`config.mk`:
```
export PLATFORM = sky130hd
export DESIGN_NAME = scsa_fifo
export DESIGN_NICKNAME = d
export VERILOG_FILES = /design/src/rtl/scsa_pkg.sv /design/src/rtl/scsa_fifo.sv
export SDC_FILE = /design/constraint.sdc
export NUM_CORES = 1
export LEC_CHECK = 0
export BUFFER_PORTS_ARGS = -buffer_cell sky130_fd_sc_hd__buf_4
export CAP_MARGIN = 10
export CORE_ASPECT_RATIO = 1.25
export CORE_MARGIN = 4
export CORE_UTILIZATION = 30
export DETAILED_ROUTE_END_ITERATION = 12
export GPL_TIMING_DRIVEN = 0
export HOLD_SLACK_MARGIN = 0.02
export PLACE_DENSITY = 0.5
export SYNTH_ARGS = -nofsm -noshare
export SYNTH_HDL_FRONTEND = slang
export SYNTH_SLANG_ARGS = --single-unit
export TNS_END_PERCENT = 50
```
`constraint.sdc`:
```
create_clock -name clk -period 2.6 [get_ports clk]
set_input_delay 0.13 -clock clk [delete_from_list [all_inputs] [get_ports clk]]
set_output_delay 0.13 -clock clk [all_outputs]
set_load 0.1 [all_outputs]
```
`src/rtl/scsa_pkg.sv`:
```
// scsa_pkg: shared types, codes and constants of the size class slab allocator
// no dependencies; imported by every module of the block but scsa_ram
package scsa_pkg;

	// fixed field widths
	localparam int ADDR_W    = 22;
	localparam int SIZE_W    = 16;
	localparam int STATUS_W  = 3;
	localparam int S_DATA_W  = 40;
	localparam int S_USER_W  = 1;
	localparam int M_DATA_W  = 32;

	// class index covers up to eight classes; per class tables have one slot per code
	localparam int CLS_W     = 3;
	localparam int CLS_SLOTS = 8;

	// object index fits below 2**21 for any pool and object size in range
	localparam int IDX_MAX_W = 21;
	// largest object size is 256 << 7
	localparam int OB_W      = 16;
	// reciprocal of an object size, scaled to stay exact for 22 bit offsets
	localparam int REC_W     = 24;

	// request kind carried in tuser
	localparam logic ACT_ALLOC = 1'b0;
	localparam logic ACT_FREE  = 1'b1;

	typedef enum logic [STATUS_W-1:0] {
		ST_OK        = 3'd0,
		ST_EMPTY     = 3'd1,
		ST_TOO_LARGE = 3'd2,
		ST_NOT_OWNED = 3'd3,
		ST_OVERFLOW  = 3'd4
	} status_t;

	typedef enum logic [1:0] {
		OP_ALLOC,
		OP_FREE,
		OP_REJECT
	} op_kind_t;

	// classified request handed from the front to the back
	typedef struct packed {
		op_kind_t               kind;
		status_t                status;
		logic [CLS_W-1:0]       cls;
		logic [IDX_MAX_W-1:0]   idx;
	} op_t;

	typedef enum logic [1:0] {
		BK_IDLE,
		BK_READ,
		BK_MUL,
		BK_DONE
	} bk_state_t;

	// first stack slot of class c; class k holds count0 >> k objects
	function automatic int unsigned stack_base(int unsigned count0, int unsigned c);
		int unsigned acc;
		acc = 0;
		for (int unsigned k = 0; k < c; k++) begin
			acc += count0 >> k;
		end
		return acc;
	endfunction

	// stack slots over all classes
	function automatic int unsigned stack_total(int unsigned count0, int unsigned n);
		return stack_base(count0, n);
	endfunction

endpackage

```
`src/rtl/scsa_fifo.sv`:
```
// scsa_fifo: short queue of classified requests between front and back
// depends on scsa_pkg for op_t
module scsa_fifo
	import scsa_pkg::*;
#(
	parameter int DEPTH = 4
) (
	input  logic clk,
	input  logic arst_n,
	input  logic push,
	input  op_t  wdata,
	output logic full,
	input  logic pop,
	output op_t  rdata,
	output logic empty
);

	localparam int PTR_W = $clog2(DEPTH);
	localparam int CNT_W = $clog2(DEPTH + 1);

	op_t              mem_q [DEPTH];
	logic [PTR_W-1:0] wr_ptr_q;
	logic [PTR_W-1:0] rd_ptr_q;
	logic [CNT_W-1:0] count_q;

	// entry storage
	always_ff @(posedge clk) begin
		if (push) begin
			mem_q[wr_ptr_q] <= wdata;
		end
	end

	// pointers and fill count
	always_ff @(posedge clk or negedge arst_n) begin
		if (!arst_n) begin
			wr_ptr_q <= '0;
			rd_ptr_q <= '0;
			count_q  <= '0;
		end else begin
			if (push) begin
				wr_ptr_q <= (wr_ptr_q == PTR_W'(DEPTH - 1)) ? '0 : wr_ptr_q + 1'b1;
			end
			if (pop) begin
				rd_ptr_q <= (rd_ptr_q == PTR_W'(DEPTH - 1)) ? '0 : rd_ptr_q + 1'b1;
			end
			if (push && !pop) begin
				count_q <= count_q + 1'b1;
			end else if (pop && !push) begin
				count_q <= count_q - 1'b1;
			end
		end
	end

	assign rdata = mem_q[rd_ptr_q];
	assign full  = (count_q == CNT_W'(DEPTH));
	assign empty = (count_q == '0);

endmodule

```
==> out/metrics.cfg, run 1 <==
[floorplan]
ios = 64
std_cell_rows = 50
start_util_pct = 30.6
die_w_microns = 119
fp.dieH_microns = 146
coreArea_sq_mm = 0.0150
die_area_sq_mm = 0.0174

[timing]
worstMarginPinSlew_ns = 0.844
finalCritPeriodShare_pct = 82.8
whs_ns = 0.0753
finalCriticalPeriod_ns = 2.15
setup_slack_ns = 0.448
max_slew_margin_pct = 43.8
rsz0062_at_grt = false
drv_slew = 0
skew_ns = 0.00736
max_freq_mhz = 465
hold_viol = 0
setup_violations = 0

[critical_path]
endpoint_kind = primary output
critPathMaxStageDelay_ns = 0.57
cp_data_required_time_ns = 2.47
worstSetupPathType = flop to primary output
crit_slowest_cell = clkbuf_1
crit_path_cell_trace = clkbuf_1, mux4_2, buf_4
startpoint_type = flop
crit_fanout = 10
arrival_ns = 2.02

[detailed_routing]
drtAntennaViolNets = 0
top_layer_used = met4
first_pass_iters = 4
drt-wirelength-per-cell_microns = 16.8
met1_length_mm = 3.25
drt_iter0_drc = 92
wl_met2_mm = 4.66
vias = 2206
drc = 0
routed-wl-met3_microns = 316
wl_mm = 8.35
viasPerCell = 4.44

[clocking]
cts_hold_buf = 32
clk_latency_ns = 0.40
cts_setup_buffers = 0
clk_pin_slew_worst_paths_ns = 0.05
clock_sinks = 123
cts_root_buffer = clkbuf_16
cts_max_path_buffers = 2
h-tree-depth = 4
cts_buffers = 17
ctsResizeCount = 0
cts_tree = built

[logic_synthesis]
syn_area_per_cell_sq_um = 24.5
seq_area_frac_synth_pct = 79.6
async_flop_share_pct = 5.69
synth_ff_type = edfxtp_1
synth_edf_count = 116
ys_ff_latch = 123
synth_fp_nets = 228
yosys.cell_types.count = 20
syn_inst = 188
yosys_warnings = 0
syn_area_sq_mm = 0.00460

[run]
maxCapViolCount = 0

[finish]
fill_cells = 1357
antenna_cells = 0
syn2layout_area_growth_pct = 35.1
drive_gt1_share_pct = 41.6
nets = 342

[grt]
track_usage_pct = 10.2
antenna_found_initial = 0
grt_max_degree = 30
globalRouteOverflowTotal = 0
grt_pass1_vias = 2401
grt_pass1_wl_mm = 13.1

[outcome]
outcome = completed

[placed_design]
gp_congestion = 0.621
numPortBuffers = 63
dp_slack_ns = 0.795
dp_hpwl_mm = 5.03

[min_path]
hp-class = input pin to async pin

[registers in the layout (all words and copies together) (netlist names)]
signal,cells
mem_q,116
count_q,3
rd_ptr_q,2
wr_ptr_q,2
[cell usage in the layout, fill, tap and decap left out, types with 3 or more instances in the layout]
master	instances
clkinv_2	4
and2_2	4
dfrtp_1	7
edfxtp_1	116
inv_1	4
buf_6	3
buf_4	63
ha_1	6
clkinv_1	4
mux4_2	28
clkinvlp_4	3
dlygate4sd3_1	32
clkbuf_16	17
bufinv_16	3
[cell families after synthesis]
kind of cell	share of synthesized area, %
AO/OA/AOI/OAI	0.381
XOR/XNOR	0.572
adder cells (fa/ha/maj)	2.07
buffers and inverters	1.36
flip-flops	79.6
multiplexers	14.8
AND/OR/NAND/NOR	1.25
[critical path, delay by kind of cell, from the launching register on]
kind                   cells  cell delay (ns)
flip-flops                 1             0.38
buffers and inverters      2             0.82
multiplexers               1             0.42
[through the flow]
| step | cells | utilization, % | instance area, sq um | setup TNS, ns |
|---|---|---|---|---|
| floorplan | 188 | - | 4600 | -0.0442 |
| global placement | 433 | 35.3 | 5300 | 0 |
| detailed placement | 433 | 35.4 | 5310 | 0 |
| CTS | 497 | 41.4 | 6210 | 0 |
| global route | 497 | 41.4 | 6210 | 0 |
| finish | 497 | 41.4 | 6210 | 0 |
[synth_stat cells, drive strengths merged (2+ instances only)]
cell / number / area share, %
mux4: 29 / 14
and2: 4 / 0.54
o21ai: 2 / 0.22
dfrtp: 7 / 3.8
inv: 4 / 0.33
mux2: 2 / 0.49
xor2: 2 / 0.38
buf: 5 / 0.95
edfxtp: 116 / 76
nor3: 2 / 0.22
ha: 6 / 1.6
nand2: 2 / 0.16
nor2: 2 / 0.16
[routing by layer]
layer | track usage, % | vias up
li1 | - | 1012
met1 | 10.8 | 1137
met2 | 18.5 | 47
met3 | 3.37 | 10
met4 | 4.17 | 0
met5 | 0 | -
[layout make-up]
class / count / area, sq um / area share (%)
buffer: 6 / 47.5 / 0.766
clock buffer: 17 / 425 / 6.85
clock inverter: 15 / 156 / 2.52
inverter: 4 / 15.0 / 0.242
multi-input combinational: 55 / 886 / 14.3
sequential: 123 / 3660 / 58.9
tap: 182 / 228 / 3.67
timing repair buffer: 95 / 793 / 12.8
[path summary, 6_finish.rpt]
kind | from | endpoint | slack [ns] | cells after the start
worst max-delay path | rd_ptr_q[1] | rdata[14] | 0.45 | 3
worst min-delay path | arst_n | wr_ptr_q[1] | 0.08 | 2
worst max register to register | wr_ptr_q[0] | mem_q[0][24] | 0.87 | 3
worst min register to register | count_q[2] | count_q[2] | 0.49 | 1
max in group asynchronous | arst_n | rd_ptr_q[0] | 2.40 | 2
min in group clk | wdata[9] | mem_q[2][9] | 0.47 | 2
Power of run 1 is left out: the tool's default activity adds up to more than one toggle a clock period on the data nets, which glitch-free logic cannot reach.
==> run 2, diff against run 1 <==
--- a/config.mk
+++ b/config.mk
@@ -5,6 +5,7 @@
 export SDC_FILE = /design/constraint.sdc
 export NUM_CORES = 1
 export LEC_CHECK = 0
+export ABC_AREA = 1
 export BUFFER_PORTS_ARGS = -buffer_cell sky130_fd_sc_hd__buf_4
 export CAP_MARGIN = 10
 export CORE_ASPECT_RATIO = 1.25
@@ -13,7 +14,7 @@
 export DETAILED_ROUTE_END_ITERATION = 12
 export GPL_TIMING_DRIVEN = 0
 export HOLD_SLACK_MARGIN = 0.02
-export PLACE_DENSITY = 0.5
+export PLACE_DENSITY = 0.51
 export SYNTH_ARGS = -nofsm -noshare
 export SYNTH_HDL_FRONTEND = slang
 export SYNTH_SLANG_ARGS = --single-unit
==> constraint.sdc (replaced) <==
create_clock -name clk -period 1.9 [get_ports clk]
set_input_delay 0.095 -clock clk [delete_from_list [all_inputs] [get_ports clk]]
set_output_delay 0.095 -clock clk [all_outputs]
set_load 0.1 [all_outputs]
==> run 2 against run 1 <==
Effect of this change:
- critical path depth up 3
- sequential cell count unchanged
- via count increased by 43%
- die area grew 12%
- final area is 12% higher
- core utilization is 0.092 points higher
- area after synthesis up 12%
- register-to-register slack worse by 0.64 ns
- non-clock buffer count grew 12
- synthesized cell count is 110% higher
- routed wire length grew 34%
- critical endpoint is now rdata[2]
- largest cell class unchanged
==> out/metrics.cfg, run 2 <==
[logic_synthesis]
syn_area_sq_mm = 0.00516  ; was 0.00460 sq mm
yosys-top-cells-count = 116 x edfxtp_1, 103 x nand2_1, 69 x inv_1  ; was 116 x edfxtp_1, 28 x mux4_2, 7 x dfrtp_1
synth_largest_area_cell = edfxtp_1  ; unchanged
netlist_top_cells_area = edfxtp_1 67%, nand2_1 7.5%, o211ai_2 7.3%, inv_1 5.0%, o211ai_1 4.1%  ; was edfxtp_1 76%, mux4_2 14%, dfrtp_1 3.8%, ha_1 1.6%, buf_6 0.73%
synth_compound_area_share_pct = 11.7  ; was 0.381%
synth-simple-area-share_pct = 7.97  ; was 1.25%
async_flop_share_pct = 5.69  ; unchanged
synthXorXnorAreaFrac_pct = 0.170  ; was 0.572%
seq_area_frac_synth_pct = 70.8  ; was 79.6%
yosys_warnings = 0  ; unchanged
syn_area_per_cell_sq_um = 13.2  ; was 24.5 sq um
muxShareOfSynthArea_pct = 0  ; was 14.8%
synthAdderAreaFrac_pct = 1.84  ; was 2.07%
synth_top_family_by_area = compound AO/OA/AOI/OAI gates  ; was multiplexers
yosysTopAreaCellShare_pct = 67.4  ; was 75.8%
syn_inst = 390  ; was 188
synth_edf_count = 116  ; unchanged
yosys.cell_types.count = 20  ; unchanged
synth_fp_nets = 430  ; was 228
synth.most_common_cell = edfxtp_1  ; unchanged
ys_ff_latch = 123  ; unchanged
synth_ff_type = edfxtp_1  ; unchanged

[clocking]
cts_setup_buffers = 0  ; unchanged
clk_pin_slew_worst_paths_ns = 0.05  ; about the same
h-tree-depth = 4  ; unchanged
cts_tree = built  ; unchanged
cts_max_path_buffers = 2  ; unchanged
clock_sinks = 123  ; unchanged
cts_root_buffer = clkbuf_16  ; unchanged
clk_latency_ns = 0.40  ; about the same
cts_buffers = 17  ; unchanged

[grt]
grt_max_degree = 30  ; unchanged
antenna_found_initial = 0  ; unchanged
globalRouteOverflowTotal = 0  ; unchanged
grt_pass1_vias = 3428  ; was 2401
grt_pass1_wl_mm = 18.0  ; was 13.1 mm
track_usage_pct = 12.3  ; was 10.2%

[critical_path]
crit_fanout = 10  ; unchanged
endpoint_kind = primary output  ; unchanged
worstSetupPathType = flop to primary output  ; unchanged
cp_data_required_time_ns = 1.80  ; was 2.47 ns
startpoint_type = flop  ; unchanged
arrival_ns = 1.73  ; was 2.02 ns

[timing]
worstMarginPinSlew_ns = 0.779  ; was 0.844 ns
skew_ns = 0.00472  ; was 0.00736 ns
max_freq_mhz = 547
finalCritPeriodShare_pct = 96.2
hold_viol = 0  ; unchanged
rsz0062_at_grt = true  ; was false
setup_slack_ns = 0.0717  ; was 0.448 ns
max_slew_margin_pct = 48.0  ; was 43.8%
drv_slew = 0  ; unchanged
setup_violations = 0  ; unchanged
finalCriticalPeriod_ns = 1.83

[finish]
syn2layout_area_growth_pct = 35.2  ; was 35.1%
fill_cells = 1568  ; was 1357
largest_reg_flops = 116  ; unchanged
multi_input_area_sq_mm = 0.00113  ; was 886 sq um
antenna_cells = 0  ; unchanged
final_cell_mix = 116 x edfxtp_1, 101 x nand2_1, 65 x inv_1, 35 x buf_4, 32 x dlygate4sd3_1  ; was 116 x edfxtp_1, 63 x buf_4, 32 x dlygate4sd3_1, 28 x mux4_2, 17 x clkbuf_16
layout.area.seq_sq_mm = 0.00366  ; unchanged
top_regs = mem_q (116), count_q (3)  ; unchanged
mostFrequentLayoutCell = edfxtp_1  ; unchanged
largest_register = mem_q  ; unchanged
nets = 544  ; was 342
drive_gt1_share_pct = 27.7  ; was 41.6%

[detailed_routing]
drt-wirelength-per-cell_microns = 15.1  ; was 16.8 microns
drc = 0  ; unchanged
viasPerCell = 4.28  ; was 4.44
vias = 3153  ; was 2206
drtAntennaViolNets = 0  ; unchanged
first_pass_iters = 4  ; unchanged
wl_mm = 11.2  ; was 8.35 mm
drt_iter0_drc = 158  ; was 92

[run]
maxCapViolCount = 0  ; unchanged

[placed_design]
gp_congestion = 0.701  ; was 0.621
dp_slack_ns = 0.187  ; was 0.795 ns
numPortBuffers = 63  ; unchanged
dp_hpwl_mm = 6.89  ; was 5.03 mm

[floorplan]
start_util_pct = 30.7  ; was 30.6%
coreArea_sq_mm = 0.0168  ; was 0.0150 sq mm
fp.dieH_microns = 155  ; was 146 microns
die_w_microns = 125  ; was 119 microns
ios = 64  ; unchanged
std_cell_rows = 53  ; was 50
die_area_sq_mm = 0.0194  ; was 0.0174 sq mm

[outcome]
outcome = completed  ; unchanged

[min_path]
hp-class = input pin to async pin  ; unchanged

[run 2: cell count changes after synthesis, moves of 4 or more]
cell | before | now
o211ai_2 | 0 | 30
and2_1 | 4 | 0
inv_1 | 4 | 69
mux4_2 | 28 | 0
o211ai_1 | 0 | 28
nand2_1 | 2 | 103
buf_2 | 2 | 11
[run 2: cell families after synthesis]
logic type | Yosys count
simple gates | 108
compound gates | 62
flops | 123
buf+inv | 89
fa+ha+maj | 7
xor+xnor | 1
[run 2: area by class of cell]
cell class	count	area share [%]
Clock buffer	20	6.25
Timing Repair Buffer	95	14.4
Clock inverter	12	1.16
Tap cell	220	3.94
Inverter	71	3.85
Multi-Input combinational cell	178	16.1
Sequential cell	123	52.4
Buffer	18	1.88
[run 2: worst max-delay path: stages, from the launching register on]
cell	delay, ns
dfrtp_1	0.43
inv_4	0.12
buf_6	0.16
buf_6	0.19
o211ai_2	0.09
nand2_1	0.13
buf_8	0.21
[run 2: final timing paths]
path	start	to	slack, ns	cells after the start
max in group asynchronous	arst_n	rd_ptr_q[1]	1.73	2
worst max-delay path	rd_ptr_q[0]	rdata[2]	0.07	6
worst min register to register	count_q[2]	count_q[2]	0.50	2
worst max register to register	wr_ptr_q[0]	mem_q[0][27]	0.23	4
min in group clk	wdata[2]	mem_q[0][2]	0.43	2
worst min-delay path	arst_n	count_q[2]	0.04	2
[run 2: what timing repair did]
action	in CTS	in global routing
cloned	0	0
hold buffers	32	0
hold endpoints to repair	127	0
gates resized for setup	33	28
setup endpoints to repair	29	20
[run 2: layer usage]
| metal | wire [microns] | global-route usage, % | vias up |
|---|---|---|---|
| met2 | 5840 | 21.7 | 55 |
| li1 | - | - | 1572 |
| met3 | 367 | 3.28 | 12 |
| met5 | 0 | 0 | - |
| met1 | 4780 | 14.2 | 1514 |
| met4 | 154 | 4.65 | 0 |
[run 2: per-stage QoR]
| step | utilization (%) | cells | hold WS, ns | instance area (sq um) | TNS (ns) |
|---|---|---|---|---|---|
| 2_1_floorplan | - | 390 | -0.201 | 5160 | -1.40 |
| 3_3_place_gp | 35.1 | 673 | -0.0830 | 5910 | -28.16 |
| 6_report | 41.4 | 737 | 0.0440 | 6980 | 0 |
| 4_1_cts | 40.8 | 737 | 0.0333 | 6870 | 0 |
| 5_1_grt | 41.4 | 737 | 0.0611 | 6980 | -0.0644 |
| 3_5_place_dp | 35.1 | 673 | -0.0820 | 5910 | 0 |
Power of run 2 is left out for the same reason.
==> run 3, diff against run 2 <==
--- a/config.mk
+++ b/config.mk
@@ -8,8 +8,8 @@
 export ABC_AREA = 1
 export BUFFER_PORTS_ARGS = -buffer_cell sky130_fd_sc_hd__buf_4
 export CAP_MARGIN = 10
-export CORE_ASPECT_RATIO = 1.25
-export CORE_MARGIN = 4
+export CORE_ASPECT_RATIO = 1.5
+export CORE_MARGIN = 1
 export CORE_UTILIZATION = 30
 export DETAILED_ROUTE_END_ITERATION = 12
 export GPL_TIMING_DRIVEN = 0
==> run 3 against run 2 <==
Effect of this change:
- cell count fell by 1.4%
- via count rose by 2.9%
- core utilization rose by 1.2 points
- critical path depth did not move
- first-iteration DRC count fell by 22%
==> out/metrics.cfg, run 3 (same netlist as run 2, synthesis figures left out) <==
[grt]
globalRouteOverflowTotal = 0  ; unchanged
grt_pass1_wl_mm = 18.1  ; was 18.0 mm
grt_max_degree = 30  ; unchanged
grt_pass1_vias = 3423  ; was 3428
antenna_found_initial = 0  ; unchanged
track_usage_pct = 14.2  ; was 12.3%

[detailed_routing]
wl_mm = 11.6  ; was 11.2 mm
viasPerCell = 4.46  ; was 4.28
drt-wirelength-per-cell_microns = 16.0  ; was 15.1 microns
drc = 0  ; unchanged
vias = 3244  ; was 3153
drtAntennaViolNets = 0  ; unchanged
first_pass_iters = 4  ; unchanged
drt_iter0_drc = 123  ; was 158

[finish]
finish.utilization_pct = 42.6  ; was 41.4%
antenna_cells = 0  ; unchanged
final_cell_mix = 116 x edfxtp_1, 95 x nand2_1, 65 x inv_1, 35 x buf_4, 32 x dlygate4sd3_1  ; was 116 x edfxtp_1, 101 x nand2_1, 65 x inv_1, 35 x buf_4, 32 x dlygate4sd3_1
drive_gt1_share_pct = 29.8  ; was 27.7%
top_regs = mem_q (116), count_q (3)  ; unchanged
largest_register = mem_q  ; unchanged
nets = 544  ; unchanged
largest_reg_flops = 116  ; unchanged
mostFrequentLayoutCell = edfxtp_1  ; unchanged
syn2layout_area_growth_pct = 38.9  ; was 35.2%

[critical_path]
crit_start = rd_ptr_q[0]  ; unchanged
crit_path_cell_trace = inv_4, buf_6, buf_6, o211ai_2, nand2_1, buf_12  ; was inv_4, buf_6, buf_6, o211ai_2, nand2_1, buf_8
worstSetupPathType = flop to primary output  ; unchanged
r2r_end = mem_q[2][26]  ; was mem_q[0][27]
critPathMaxStageDelay_ns = 0.42  ; was 0.43 ns
startpoint_type = flop  ; unchanged
rrSetupSlack_ns = 0.19  ; was 0.23 ns
crit_fanout = 10  ; unchanged
reg2reg_depth = 4  ; unchanged
crit_family = buffers and inverters  ; unchanged
arrival_ns = 1.76  ; was 1.73 ns
crit_buf_inv = 4  ; unchanged
crit_slowest_cell = dfrtp_1  ; unchanged
cp_data_required_time_ns = 1.80  ; about the same
endpoint_kind = primary output  ; unchanged
r2r_start = wr_ptr_q[0]  ; unchanged
cpMostUsedCell = buf_6  ; unchanged

[outcome]
outcome = completed  ; unchanged

[timing]
skew_ns = 0.00556  ; was 0.00472 ns
max_slew_margin_pct = 47.4  ; was 48.0%
hold_viol = 0  ; unchanged
drv_slew = 0  ; unchanged
rsz0062_at_grt = true  ; unchanged
max_freq_mhz = 540  ; was 547 MHz
worstMarginPinSlew_ns = 0.787  ; was 0.779 ns
finalCritPeriodShare_pct = 97.4  ; was 96.2%
setup_violations = 0  ; unchanged
finalCriticalPeriod_ns = 1.85  ; was 1.83 ns

[floorplan]
ios = 64  ; unchanged
start_util_pct = 30.7  ; about the same
std_cell_rows = 58  ; was 53
die_area_sq_mm = 0.0178  ; was 0.0194 sq mm
die_w_microns = 109  ; was 125 microns
fp.dieH_microns = 163  ; was 155 microns
coreArea_sq_mm = 0.0168  ; about the same

[placed_design]
gp_congestion = 0.680  ; was 0.701
dp_hpwl_mm = 7.20  ; was 6.89 mm
numPortBuffers = 63  ; unchanged

[run]
maxCapViolCount = 0  ; unchanged

[clocking]
cts_max_path_buffers = 2  ; unchanged
cts_buffers = 17  ; unchanged
clock_sinks = 123  ; unchanged
cts_tree = built  ; unchanged
clk_pin_slew_worst_paths_ns = 0.06  ; was 0.05 ns
cts_root_buffer = clkbuf_16  ; unchanged
h-tree-depth = 4  ; unchanged
clk_latency_ns = 0.41  ; was 0.40 ns

[min_path]
hp-class = input pin to async pin  ; unchanged

-- run 3: how the worst max path moves through the flow --
stage	endpoint	slack, ns	depth (start not counted)
2_1_floorplan	empty	-0.70	1
3_3_place_gp	mem_q[2][14]	-0.29	4
3_5_place_dp	mem_q[0][14]	0.17	4
4_1_cts	rdata[25]	0.001	6
5_1_grt	rdata[18]	-0.04	6
6_report	rdata[24]	0.05	6
-- run 3: worst register-to-register path, delay by kind of cell (launching register included) --
family                     cells  cell delay, ns
DFF                            1            0.41
buffers and inverters          2            0.68
adders and majority gates      1            0.16
and+or+nand+nor                1            0.06
-- run 3: layout make-up --
type / count / area, sq um
well taps: 210 / 263
flip-flops and latches: 123 / 3660
clock buffers: 17 / 425
inverters: 71 / 269
fillers: 1560 / 9660
plain buffers: 18 / 133
multi-input cells: 178 / 1140
repair buffers: 95 / 1090
clock inverters: 15 / 198
-- run 3: metrics by stage --
| step | setup TNS [ns] | setup WS (ns) | instances | cell area [sq um] | hold slack [ns] |
|---|---|---|---|---|---|
| after floorplan | -1.40 | -0.699 | 390 | 5160 | -0.201 |
| after global placement | -29.42 | -0.287 | 663 | 5900 | -0.0845 |
| after detailed placement | 0 | 0.175 | 663 | 5900 | -0.0830 |
| after CTS | 0 | 0.00149 | 727 | 7000 | 0.0231 |
| after global routing | -0.337 | -0.0417 | 727 | 7170 | 0.0359 |
| final | 0 | 0.0496 | 727 | 7170 | 0.0356 |
-- run 3: routing by layer --
layer  routed length (microns)  global-route usage (%)  vias to the layer above
li1                          -                       -                     1575
met1                      4550                    15.1                     1606
met4                       161                    5.34                        0
met2                      6610                    26.5                       52
met5                         0                       0                        -
met3                       299                    3.16                       11
-- run 3: what timing repair did --
action / CTS / global route
endpoints found under the setup margin: 29 / 26
hold buffers: 32 / 0
gates resized for setup: 42 / 44
endpoints found under the hold margin: 127 / 0
buffers inserted: 0 / 0
Power of run 3 is left out for the same reason.
