[src/rtl/scsa_pkg.sv]
// scsa_pkg: shared types, codes and constants of the size class slab allocator
// no dependencies; imported by every module of the block but scsa_ram
package scsa_pkg;

	// fixed field widths
	localparam int ADDR_W    = 22;
	localparam int SIZE_W    = 16;
	localparam int STATUS_W  = 3;
	localparam int S_DATA_W  = 40;
	localparam int S_USER_W  = 1;
	localparam int M_DATA_W  = 32;

	// class index covers up to eight classes; per class tables have one slot per code
	localparam int CLS_W     = 3;
	localparam int CLS_SLOTS = 8;

	// object index fits below 2**21 for any pool and object size in range
	localparam int IDX_MAX_W = 21;
	// largest object size is 256 << 7
	localparam int OB_W      = 16;
	// reciprocal of an object size, scaled to stay exact for 22 bit offsets
	localparam int REC_W     = 24;

	// request kind carried in tuser
	localparam logic ACT_ALLOC = 1'b0;
	localparam logic ACT_FREE  = 1'b1;

	typedef enum logic [STATUS_W-1:0] {
		ST_OK        = 3'd0,
		ST_EMPTY     = 3'd1,
		ST_TOO_LARGE = 3'd2,
		ST_NOT_OWNED = 3'd3,
		ST_OVERFLOW  = 3'd4
	} status_t;

	typedef enum logic [1:0] {
		OP_ALLOC,
		OP_FREE,
		OP_REJECT
	} op_kind_t;

	// classified request handed from the front to the back
	typedef struct packed {
		op_kind_t               kind;
		status_t                status;
		logic [CLS_W-1:0]       cls;
		logic [IDX_MAX_W-1:0]   idx;
	} op_t;

	typedef enum logic [1:0] {
		BK_IDLE,
		BK_READ,
		BK_MUL,
		BK_DONE
	} bk_state_t;

	// first stack slot of class c; class k holds count0 >> k objects
	function automatic int unsigned stack_base(int unsigned count0, int unsigned c);
		int unsigned acc;
		acc = 0;
		for (int unsigned k = 0; k < c; k++) begin
			acc += count0 >> k;
		end
		return acc;
	endfunction

	// stack slots over all classes
	function automatic int unsigned stack_total(int unsigned count0, int unsigned n);
		return stack_base(count0, n);
	endfunction

endpackage

[src/rtl/scsa_front.sv]
// scsa_front: three stage classifier; maps sizes to classes and checks freed addresses
// depends on scsa_pkg; feeds op_t requests into scsa_fifo
module scsa_front
	import scsa_pkg::*;
#(
	parameter int POOL_BYTES       = 1048576,
	parameter int MIN_OBJECT_BYTES = 32,
	parameter int NUM_CLASSES      = 4
) (
	input  logic              clk,
	input  logic              arst_n,
	input  logic              in_valid,
	output logic              in_ready,
	input  logic              in_action,
	input  logic [SIZE_W-1:0] in_size,
	input  logic [ADDR_W-1:0] in_addr,
	output logic              op_push,
	output op_t               op,
	input  logic              q_full
);

	localparam int unsigned COUNT0 = POOL_BYTES / MIN_OBJECT_BYTES;
	localparam int CNT_W   = $clog2(COUNT0 + 1);
	// offset divided by an object of at least 8 bytes
	localparam int FQ_W    = ADDR_W - 3;
	localparam int PROD_W  = ADDR_W + REC_W;
	localparam int SH_W    = $clog2(PROD_W);
	localparam int CHK_W   = FQ_W + OB_W;
	localparam longint TOP_L  = longint'(CLS_SLOTS) * longint'(POOL_BYTES);
	localparam int RNG_RAW = $clog2(TOP_L + 1);
	localparam int RNG_W   = (RNG_RAW > ADDR_W) ? RNG_RAW : ADDR_W + 1;
	localparam logic [RNG_W-1:0] OWN_LIM =
		RNG_W'(longint'(NUM_CLASSES) * longint'(POOL_BYTES));

	// per class constant tables
	logic [OB_W-1:0]  ob_tab    [CLS_SLOTS];
	logic [REC_W-1:0] rec_tab   [CLS_SLOTS];
	logic [SH_W-1:0]  sh_tab    [CLS_SLOTS];
	logic [CNT_W-1:0] cnt_tab   [CLS_SLOTS];
	logic [RNG_W-1:0] pbase_tab [CLS_SLOTS];

	for (genvar g = 0; g < CLS_SLOTS; g++) begin : g_tab
		localparam longint OB  = longint'(MIN_OBJECT_BYTES) << g;
		localparam int     SH  = ADDR_W + $clog2(OB);
		localparam longint RC  = ((longint'(1) << SH) + OB - 1) / OB;
		localparam longint CNT = (g < NUM_CLASSES) ? (longint'(COUNT0) >> g) : 0;
		localparam longint PB  = longint'(g) * longint'(POOL_BYTES);
		assign ob_tab[g]    = OB_W'(OB);
		assign rec_tab[g]   = REC_W'(RC);
		assign sh_tab[g]    = SH_W'(SH);
		assign cnt_tab[g]   = CNT_W'(CNT);
		assign pbase_tab[g] = RNG_W'(PB);
	end

	logic                 adv;
	logic                 v_s1, v_s2, v_s3;
	logic                 act_s1, act_s2;
	logic [CLS_W-1:0]     cls_s1, cls_s2;
	logic [ADDR_W-1:0]    off_s1, off_s2;
	logic                 bad_s1, bad_s2;
	logic [FQ_W-1:0]      q_s2;
	op_t                  op_s3;

	logic [CLS_W-1:0]     cls_a, cls_f;
	logic                 fit, own;
	logic [RNG_W-1:0]     addr_x;
	logic [ADDR_W-1:0]    off_f;
	logic [PROD_W-1:0]    prod;
	logic [FQ_W-1:0]      q_d;
	logic [CHK_W-1:0]     chk;
	logic                 aligned, in_pool;
	op_t                  op_d;

	// the whole pipeline moves unless its last stage waits on a full queue
	assign adv      = !v_s3 || !q_full;
	assign in_ready = adv;
	assign op_push  = v_s3 && !q_full;
	assign op       = op_s3;

	// stage 1: smallest fitting class for allocate, owning pool for free
	always_comb begin
		cls_a = CLS_W'(NUM_CLASSES - 1);
		for (int g = NUM_CLASSES - 1; g >= 0; g--) begin
			if (in_size <= ob_tab[g]) begin
				cls_a = CLS_W'(g);
			end
		end
		fit    = (in_size <= ob_tab[NUM_CLASSES-1]);
		addr_x = RNG_W'(in_addr);
		cls_f  = '0;
		for (int k = 1; k < CLS_SLOTS; k++) begin
			if (addr_x >= pbase_tab[k]) begin
				cls_f = CLS_W'(k);
			end
		end
		own   = (addr_x < OWN_LIM);
		off_f = ADDR_W'(addr_x - pbase_tab[cls_f]);
	end

	// stage 2: offset times reciprocal of the object size gives the index
	always_comb begin
		prod = PROD_W'(off_s1) * PROD_W'(rec_tab[cls_s1]);
		q_d  = FQ_W'(prod >> sh_tab[cls_s1]);
	end

	// stage 3: alignment and pool tail checks, build the queued request
	always_comb begin
		chk     = CHK_W'(q_s2) * CHK_W'(ob_tab[cls_s2]);
		aligned = (chk == CHK_W'(off_s2));
		in_pool = (ADDR_W'(q_s2) < ADDR_W'(cnt_tab[cls_s2]));
		op_d        = '0;
		op_d.cls    = cls_s2;
		op_d.status = ST_OK;
		if (act_s2 == ACT_FREE) begin
			if (bad_s2 || !aligned || !in_pool) begin
				op_d.kind   = OP_REJECT;
				op_d.status = ST_NOT_OWNED;
			end else begin
				op_d.kind = OP_FREE;
				op_d.idx  = IDX_MAX_W'(q_s2);
			end
		end else begin
			if (bad_s2) begin
				op_d.kind   = OP_REJECT;
				op_d.status = ST_TOO_LARGE;
			end else begin
				op_d.kind = OP_ALLOC;
			end
		end
	end

	// stage valid bits
	always_ff @(posedge clk or negedge arst_n) begin
		if (!arst_n) begin
			v_s1 <= 1'b0;
			v_s2 <= 1'b0;
			v_s3 <= 1'b0;
		end else if (adv) begin
			v_s1 <= in_valid;
			v_s2 <= v_s1;
			v_s3 <= v_s2;
		end
	end

	// stage payload
	always_ff @(posedge clk) begin
		if (adv) begin
			act_s1 <= in_action;
			cls_s1 <= (in_action == ACT_FREE) ? cls_f : cls_a;
			off_s1 <= off_f;
			bad_s1 <= (in_action == ACT_FREE) ? !own : !fit;
			act_s2 <= act_s1;
			cls_s2 <= cls_s1;
			off_s2 <= off_s1;
			bad_s2 <= bad_s1;
			q_s2   <= q_d;
			op_s3  <= op_d;
		end
	end

endmodule

[config.mk]
export PLATFORM = sky130hd
export DESIGN_NAME = scsa_front
export DESIGN_NICKNAME = d
export VERILOG_FILES = /design/src/rtl/scsa_pkg.sv /design/src/rtl/scsa_front.sv
export SDC_FILE = /design/constraint.sdc
export NUM_CORES = 1
export LEC_CHECK = 0
export BUFFER_PORTS_ARGS = -buffer_cell sky130_fd_sc_hd__buf_2
export CORE_AREA = 2 2 145 112
export DETAILED_ROUTE_END_ITERATION = 7
export DIE_AREA = 0 0 147 114
export HOLD_SLACK_MARGIN = 0.1
export PLACE_DENSITY = 0.82
export REMOVE_ABC_BUFFERS = 1
export SYNTH_ARGS = -nofsm -noshare
export SYNTH_HDL_FRONTEND = slang
export SYNTH_SLANG_ARGS = --single-unit
[constraint.sdc]
create_clock -name clk -period 6.2 [get_ports clk]
set_input_delay 1.24 -clock clk [delete_from_list [all_inputs] [get_ports clk]]
set_output_delay 1.24 -clock clk [all_outputs]
set_load 0.02 [all_outputs]
==> reports/summary.txt, run 1 <==
Status: finished, final reports clean
CTS tree: done
#FFs+latches synth: 98
Via count: 6042
DR WL/cell: 17.1 um
WHS Path Cells: 0
Tmin final: 6010 ps
Placed cells: 1049
Clock Sinks: 98
Critical R2R Capture: op[7]
Slew Limit Fails: 0
Die Y: 114 um
Hpwl dp: 14.3 mm
Largest net degree at the start of global routing: 63
Syn Area/Cell: 10.9 um^2
Share of layout cells above drive strength 1: 18.3%
CTS root buf: clkbuf_16
Post-route ant nets: 0
Fmax: 166 MHz
Synth unique cells: 66
I/O pin cnt: 74
Placed Area: 0.00904 mm^2
CP Capture Type: flop
Reg2reg path depth: 23
Power Dens Cells: 309 mW/mm^2
Worst setup startpoint: cls_s2[1]
Hold_ws: 422 ps
Non-Filler Instances: 1066
Nets: 1073
Routed wire length: 18.2 mm
Router iterations before antenna repair: 5
Hold_sp: off_s1[1]
LEAKAGE: 4.68 nW
Global route total overflow: 0
Final instance area: 0.00939 mm^2
Multi-input gate area: 0.00500 mm^2
Hold Crit Class: reg2reg
Commonest register cell after synthesis: edfxtp_1
Worst-margin pin slew: 866 ps
Insertion delay to the later sink of the worst-skew pair: 350 ps
Clock slew at reported path FFs: 70 ps
Cts bufs inserted: 9
Post-synth EDFFs: 95
Post-route DRC: 0
Async SR Flop Fraction: 3.06%
Vias per cell: 5.67
Max Clock Skew: 6.94 ps
Core ar.: 0.0155 mm^2
Origin of the critical flop-to-flop path: cls_s2[1]
Std-Cell Rows: 40
Syn Inst Count: 778
First-pass GRT wire length: 30.0 mm
Critical Path Fanout Max: 17
Die Wd: 147 um
Antenna Cells: 0
Ys Warns: 0
Clk buf depth: 2
Kind of critical path: reg2reg
Seq. cell area: 0.00293 mm^2
Critical Path RT: 6360 ps
Port buffer count: 69
H-tree levels: 3
DIE AREA: 0.0168 mm^2
Crit start category: flop
Gp weighted congestion: 1.00
GRT Util Overall: 22.9%
Post-route worst setup slack: 193 ps
Worst Path Arrival: 6170 ps
Period utilization: 96.9%
Setup WS pre-CTS: 179 ps
Post-layout util: 60.5%
R2R Setup Slk: 190 ps
# Max-Cap Violations: 0
VDD IR max: 0.197 mV
Sequential fraction of the synthesis area: 34.6%
Hold Vio Cnt, Final: 0
Initial core utilization: 54.5%
Hold Buf Count CTS: 0
Number of global-route vias before repair: 5891
Fillers: 1237
Synthesis-to-layout area growth: 11.1%
Drt initial violations: 352
Worst rel slew slack: 42.2%
Setup TNS after final layout: 0 ps
Hold endpoint: off_s2[1]
Tot Pwr: 2.90 mW
Finish-stage setup viols: 0
Synthesized cell area: 0.00845 mm^2
Initial antenna violation count: 0
## synth_stat cells, types with 3 or more instances
| library cell | instances | area, um^2 |
|---|---|---|
| mux2i_1 | 10 | 100 |
| ha_1 | 143 | 1790 |
| xor2_1 | 7 | 61.3 |
| a21o_1 | 10 | 75.1 |
| a2111oi_0 | 3 | 26.3 |
| o21bai_1 | 4 | 30.0 |
| nand4_1 | 3 | 18.8 |
| or2_2 | 4 | 25.0 |
| nor2_1 | 66 | 248 |
| buf_2 | 3 | 15.0 |
| nand3_1 | 8 | 40.0 |
| o2111ai_1 | 4 | 35.0 |
| fa_1 | 36 | 721 |
| o21a_1 | 7 | 52.6 |
| dfrtp_1 | 3 | 75.1 |
| o211ai_1 | 10 | 75.1 |
| a31oi_1 | 4 | 25.0 |
| o21ai_0 | 19 | 95.1 |
| a311oi_1 | 3 | 26.3 |
| nand2b_1 | 5 | 31.3 |
| nor3_1 | 6 | 30.0 |
| mux2_2 | 17 | 191 |
| or3_1 | 3 | 18.8 |
| and2_1 | 10 | 62.6 |
| mux4_2 | 6 | 135 |
| nor4_2 | 9 | 113 |
| nor2b_1 | 5 | 31.3 |
| inv_1 | 115 | 432 |
| nor4_1 | 10 | 62.6 |
| xnor2_1 | 16 | 140 |
| buf_1 | 3 | 11.3 |
| buf_4 | 5 | 37.5 |
| a21oi_1 | 19 | 95.1 |
| clkbuf_1 | 16 | 60.1 |
| a211o_1 | 3 | 26.3 |
| and3_1 | 22 | 138 |
| edfxtp_1 | 95 | 2850 |
| nand2_1 | 31 | 116 |
## where the power goes
group          internal, mW  switching [mW]
combinational         0.537           0.830
sequential            0.885          0.0900
clock                 0.287           0.275
## flip-flops by register name, indices dropped and copies added, names as in the netlist, 2 cells and up
signal,count
cls_s1,2
cls_s2,2
off_s1,22
off_s2,22
op,24
q_s2,19
## final cells by class
type | count | area share, %
sequential | 98 | 31.2
clock inverter | 7 | 0.799
timing repair buffer | 86 | 5.04
multi-input combinational | 541 | 53.2
clock buffer | 9 | 2.40
inverter | 115 | 4.60
tap | 210 | 2.80
## layer usage
layer	GRT usage (%)	share of wire, %
met1	33.3	47
met4	7.12	2.2
met2	34.8	43
met5	0	0
met3	4.40	7.5
## how the worst max path moves through the flow
stage | to | slack (ps)
after CTS | op[5] | 10
after detailed placement | op[24] | 180
after floorplan | op[25] | -100
after global routing | op[24] | -40
final | op[7] | 190
after global placement | op[24] | 90
## worst max-delay path: stages, from the launching register on
cell	delay, ps
edfxtp_1	450
nor2_1	200
inv_1	150
nor2_1	140
ha_1	250
ha_1	270
inv_1	50
fa_1	490
inv_1	40
ha_1	260
inv_1	50
fa_1	530
inv_1	50
ha_1	280
ha_1	240
fa_2	400
a211oi_2	290
o211ai_1	190
nand3_1	170
nand2_2	70
or3_1	370
a2111o_1	410
buf_4	240
nor4_1	210
## cells in the final DEF, fill, tap and decap left out, types with 9 or more instances in the layout
cell and count:
a21oi_1 19, edfxtp_1 95, a21o_1 10, and3_1 22, buf_4 17, nor4_2 12, mux2i_1 10, o21ai_0 19
o211ai_1 10, mux2_2 17, nand2_1 30, nor2_1 66, xnor2_1 16, clkbuf_16 9, inv_1 114, fa_1 35
and2_1 10, ha_1 142, buf_2 69
## cells by family after synthesis
group,Yosys count,share of synthesized area [%]
xor gates and xnor gates,23,2.38
buffers and inverters,145,7.08
and+or+nand+nor,193,12.3
other,1,0.0444
AOI/OAI and AO/OA,106,8.78
DFF,98,34.6
muxes,33,5.05
adders and majority gates,179,29.7
## what timing repair did
action / 4_1_cts / 5_1_grt
gates resized for setup: 0 / 11
endpoints found under the hold margin: 0 / 0
setup buffers: 0 / 1
setup endpoints to repair: 0 / 19
(Power assumes the default switching activity.)
==> run 2: changes to the inputs <==
--- a/config.mk
+++ b/config.mk
@@ -6,12 +6,15 @@
 export NUM_CORES = 1
 export LEC_CHECK = 0
 export BUFFER_PORTS_ARGS = -buffer_cell sky130_fd_sc_hd__buf_2
+export CAP_MARGIN = 20
 export CORE_AREA = 2 2 145 112
 export DETAILED_ROUTE_END_ITERATION = 7
 export DIE_AREA = 0 0 147 114
 export HOLD_SLACK_MARGIN = 0.1
 export PLACE_DENSITY = 0.82
 export REMOVE_ABC_BUFFERS = 1
+export SETUP_SLACK_MARGIN = 0.2
 export SYNTH_ARGS = -nofsm -noshare
 export SYNTH_HDL_FRONTEND = slang
 export SYNTH_SLANG_ARGS = --single-unit
+export TNS_END_PERCENT = 1
==> run 2 against run 1 <==
Worst setup slack got worse by 12 ps. Sequential share of layout area decreased by 1.4 points. Via count increased by 3.2%. Critical path type unchanged. Largest power group unchanged. Largest cell class unchanged.
==> reports/summary.txt, run 2 (synthesized netlist as in run 1, its figures left out) <==
Worst path slowest cell: a2111o_2
Fmax: 166 MHz
Max reg flops: 24
Router iterations before antenna repair: 7
Pint: 1.84 mW
Worst Path Arrival: 6180 ps
Post-route ant nets: 0
RSZ-0062 raised after global routing: false
CP Capture Type: flop
Critical Path Fanout Max: 7
Die Y: 114 um
Hold Vio Cnt, Final: 0
Clock slew at reported path FFs: 80 ps
Share of layout cells above drive strength 1: 23.1%
Hpwl dp: 14.3 mm
Leading cell type in the layout, fill and taps excluded: ha_1
Sequential Power Share: 31.1%
Tot Pwr: 3.13 mW
DR WL/cell: 18.2 um
Post-route DRC: 0
First-pass GRT wire length: 30.0 mm
Insertion delay to the later sink of the worst-skew pair: 350 ps
Worst-margin pin slew: 858 ps
Die Wd: 147 um
Buf/Inv on CP: 7
Final instance area: 0.00985 mm^2
Via count: 6233
Commonest non-fill, non-tap cells in the layout: ha_1 (134), inv_1 (111), edfxtp_1 (95), buf_2 (69), nor2_1 (63)
Nets: 1091
Cts bufs inserted: 9
Number of global-route vias before repair: 5898
Vias per cell: 5.75
Crit path max-delay family: adder cells
H-tree levels: 3
WHS Path Cells: 0
Global route total overflow: 0
Clock Sinks: 98
Reg2reg path depth: 24
Clock power frac: 18.0%
Setup WS pre-CTS: 179 ps
CTS tree: done
Fillers: 1176
Hold Buf Count CTS: 0
Critical Path, Cell by Cell: nor2_2, inv_2, nor2_2, ha_1, ha_1, inv_1, fa_1, inv_1, ha_1, inv_1, fa_1, inv_2, ha_4, ha_4, fa_2, a211oi_4, o211ai_1, nand3_1, nand2_2, or3_4, a2111o_2, clkbuf_16, buf_4, nor4_2
Power Dens Cells: 318 mW/mm^2
Finish-stage setup viols: 0
Status: finished, final reports clean
Max Clock Skew: 7.57 ps
Std-Cell Rows: 40
Kind of critical path: reg2reg
Crit-path max cell delay: 550 ps
Routed wire length: 19.7 mm
Largest net degree at the start of global routing: 63
Placed Area: 0.00904 mm^2
P_sw: 1.30 mW
Gp weighted congestion: 1.00
Antenna Cells: 0
Tmin final: 6020 ps
Core ar.: 0.0155 mm^2
Worst rel slew slack: 42.8%
Clk buf depth: 2
R2R Setup Slk: 180 ps
Gate power share: 50.8%
Hold Crit Class: reg2reg
Port buffer count: 69
Hold_sp: off_s1[1]
DIE AREA: 0.0168 mm^2
GRT Util Overall: 22.9%
Sw Share: 41.4%
Crit start category: flop
Period utilization: 97.1%
I/O pin cnt: 74
Critical R2R Capture: op[15]
Initial core utilization: 54.5%
Critical Path RT: 6360 ps
CTS root buf: clkbuf_16
# Max-Cap Violations: 0
Hold endpoint: off_s2[1]
Origin of the critical flop-to-flop path: cls_s2[1]
Slew Limit Fails: 0
Post-route worst setup slack: 181 ps
Drt initial violations: 368
VDD IR max: 0.211 mV
LEAKAGE: 4.83 nW
Initial antenna violation count: 0
Synthesis-to-layout area growth: 16.6%
==> run 2: changes by cell type in the layout (fill, tap and decap cells not counted), moves of 5 or more <==
cell    delta
buf_4     +11
nor4_1     -5
ha_1       -8
nor4_4     +6
ha_4       +8
==> run 2: how the worst max path moves through the flow <==
stage	from	end	slack, ps	cells after the start
3_5_place_dp	cls_s2[0]	op[24]	180	21
3_3_place_gp	cls_s2[0]	op[24]	90	23
5_1_grt	cls_s2[1]	op[15]	20	24
4_1_cts	cls_s2[0]	op[5]	170	21
2_1_floorplan	cls_s2[0]	op[25]	-100	22
6_report	cls_s2[1]	op[15]	180	24
==> run 2: cell type report <==
cell class	count	area, um^2	area share, %
Timing Repair Buffer	104	679	6.90
Clock inverter	7	75.1	0.762
Inverter	115	432	4.38
Tap cell	210	263	2.67
Multi-Input combinational cell	541	5250	53.3
Sequential cell	98	2930	29.7
Clock buffer	9	225	2.29
==> run 2: metrics by stage <==
stage                     utilization [%]  setup TNS [ps]  hold slack [ps]  std cells
after global routing                 63.5               0              433       1084
after detailed placement             58.3               0              405       1049
after floorplan                         -           -98.9              400        754
final                                63.5               0              423       1084
after CTS                            60.3               0              422       1065
after global placement               58.3               0              402       1049
==> run 2: power groups by stage <==
stage / clock (mW) / combinational [mW] / sequential [mW]
6_report: 0.564 / 1.59 / 0.976
5_1_grt: 0.588 / 1.74 / 0.989
4_1_cts: 0.568 / 1.34 / 0.972
3_5_place_dp: 0 / 1.31 / 0.985
3_3_place_gp: 0 / 1.29 / 0.982
2_1_floorplan: 0 / 0.922 / 0.988
==> run 2: routing by layer <==
metal | track usage [%] | part of all wire, % | vias to the layer above
li1 | - | - | 2928
met1 | 33.4 | 44 | 2953
met2 | 35.1 | 45 | 300
met3 | 4.52 | 8.1 | 52
met4 | 6.79 | 2.6 | 0
met5 | 0 | 0 | -
==> run 2: timing repair <==
item,4_1_cts,5_1_grt
cloned,0,2
gates resized for setup,4,57
endpoints found under the hold margin,0,0
pin swaps,0,23
setup buffers,0,17
endpoints found under the setup margin,19,19
==> run 3: changes to the inputs <==
--- a/config.mk
+++ b/config.mk
@@ -5,6 +5,7 @@
 export SDC_FILE = /design/constraint.sdc
 export NUM_CORES = 1
 export LEC_CHECK = 0
+export ABC_AREA = 1
 export BUFFER_PORTS_ARGS = -buffer_cell sky130_fd_sc_hd__buf_2
 export CAP_MARGIN = 20
 export CORE_AREA = 2 2 145 112
==> run 3 against run 2 <==
Total power is 0.14% lower. Sequential cell count unchanged. Synthesized cell count increased by 23%. Utilization shrank 3.3 points. Combinational power barely moved. Register-to-register slack improved by 420 ps. Die area stayed put. Count of clock-buffer cells in the layout unchanged. Hold slack got worse by 0.86 ps. Worst setup slack better by 420 ps. Fmax rose by 7.4%. Critical path type unchanged. Critical endpoint is now op[4]. Largest cell class unchanged.
==> reports/summary.txt, run 3 <==
Syn Area/Cell: 8.84 um^2
I/O pin cnt: 74
CTS root buf: clkbuf_16
Nets: 1249
Power Dens Cells: 335 mW/mm^2
Synth unique cells: 39
Async SR Flop Fraction: 3.06%
VDD IR max: 0.220 mV
Synth top area share: 33.8%
DIE AREA: 0.0168 mm^2
DR WL/cell: 14.5 um
Sequential fraction of the synthesis area: 34.7%
Clock Sinks: 98
CTS tree: done
Antenna Cells: 0
Clock slew at reported path FFs: 70 ps
Synth cell count leaders: inv_1 (176), nand2_1 (176), ha_1 (143)
Initial antenna violation count: 0
Post-route ant nets: 0
Reg2reg path depth: 30
Clk buf depth: 2
Port buffer count: 69
Synthesized cell area: 0.00843 mm^2
Routed wire length: 18.0 mm
Tmin final: 5600 ps
Met3 GRT Util: 5.36%
Critical Path Fanout Max: 18
Status: finished, final reports clean
RSZ-0062 raised after global routing: false
Via count: 6465
Post-synth EDFFs: 95
Tot Pwr: 3.13 mW
Ys Warns: 0
Crit start category: flop
R2R Setup Slk: 600 ps
Yosys top cell by area: edfxtp_1
Hold Buf Count CTS: 0
Number of global-route vias before repair: 6081
Critical Path RT: 6420 ps
Max reg flops: 24
WHS Path Cells: 0
Insertion delay to the later sink of the worst-skew pair: 360 ps
Worst rel slew slack: 48.1%
Commonest register cell after synthesis: edfxtp_1
Leading cell type in the layout, fill and taps excluded: inv_1
Setup TNS after final layout: 0 ps
GR Util met2: 34.1%
Core ar.: 0.0155 mm^2
Worst-margin pin slew: 778 ps
Syn Inst Count: 954
Met1 GRT Util: 33.9%
Crit-path max cell delay: 550 ps
Largest net degree at the start of global routing: 91
Router iterations before antenna repair: 6
H-tree levels: 3
Hold Vio Cnt, Final: 0
#FFs+latches synth: 98
Max Clock Skew: 8.46 ps
Global route total overflow: 0
Slew Limit Fails: 0
Cts bufs inserted: 9
Post-route DRC: 0
Die Wd: 147 um
Hold Crit Class: reg2reg
Period utilization: 90.4%
Most area-consuming cells after synthesis: edfxtp_1 (34%), ha_1 (21%), fa_1 (8.5%)
CP Capture Type: flop
Commonest non-fill, non-tap cells in the layout: inv_1 (176), nand2_1 (175), ha_1 (143), nor2_1 (127), edfxtp_1 (95)
GRT Util Overall: 22.8%
Most Crowded Layer GR: met2
Fmax: 178 MHz
Vias per cell: 5.21
Finish-stage setup viols: 0
Buf/Inv on CP: 9
Synthesis-to-layout area growth: 10.8%
# Max-Cap Violations: 0
LEAKAGE: 5.06 nW
Share of layout cells above drive strength 1: 11.3%
Worst path slowest cell: fa_1
Hpwl dp: 14.6 mm
Initial core utilization: 54.3%
First-pass GRT wire length: 29.8 mm
Crit path max-delay family: adder cells
Gp weighted congestion: 0.986
Std-Cell Rows: 40
WP depth: 30
Worst Path Arrival: 5820 ps
Die Y: 114 um
Kind of critical path: reg2reg
Drt initial violations: 436
==> run 3: final cells by class <==
class / count / area (um^2)
clock buffers: 9 / 225
repair buffers: 78 / 445
fillers: 1309 / 6170
inverters: 180 / 676
flip-flops and latches: 98 / 2930
clock inverters: 7 / 60.1
well taps: 210 / 263
multi-input cells: 660 / 4750
==> run 3: final timing paths <==
check,to,startpoint
max,op[4],cls_s2[0]
min,bad_s2,bad_s1
max reg2reg,op[4],cls_s2[0]
min reg2reg,bad_s2,bad_s1
max in group asynchronous,v_s1,arst_n
min in group asynchronous,v_s2,arst_n
==> run 3: repair_timing <==
item / 4_1_cts / 5_1_grt
setup endpoints to repair: 0 / 17
resized for setup: 0 / 0
setup buffers: 0 / 1
==> run 3: worst register-to-register path, delay by kind of cell (launching register included) <==
| kind | cells | cell delay [ps] |
|---|---|---|
| fa+ha+maj | 8 | 2860 |
| simple gates | 13 | 1330 |
| flops | 1 | 450 |
| buf+inv | 9 | 830 |
==> run 3: cells by family after synthesis <==
kind of cell    Yosys count  share of synthesized area (%)
fa+ha+maj               179                           29.8
buf+inv                 202                           9.31
other cells               1                         0.0445
flops                    98                           34.7
mux                      13                           1.56
simple gates            390                           19.7
xor+xnor                  7                          0.727
compound gates           64                           4.16
==> run 3: layer usage <==
metal | vias to the layer above | share of wire, %
li1 | 3219 | -
met4 | 0 | 1.2
met2 | 247 | 42
met5 | - | 0
met3 | 19 | 8.9
met1 | 2980 | 48
==> run 3: through the flow <==
stage	util, %	worst slack, ps	cell area, um^2	instances	hold WS, ps
global route	60.2	261	9350	1242	426
finish	60.2	596	9350	1242	422
CTS	59.9	453	9300	1240	422
global placement	58.1	672	9010	1224	401
detailed placement	58.1	503	9010	1224	405
floorplan	-	903	8340	938	400
==> run 3: power breakdown <==
part           internal (mW)  switching (mW)  leakage, nW  total, mW
registers              0.901          0.0843         1.01      0.985
logic                  0.577            1.03         3.91       1.60
clock network          0.279           0.262        0.137      0.541
total                   1.76            1.37         5.06       3.13
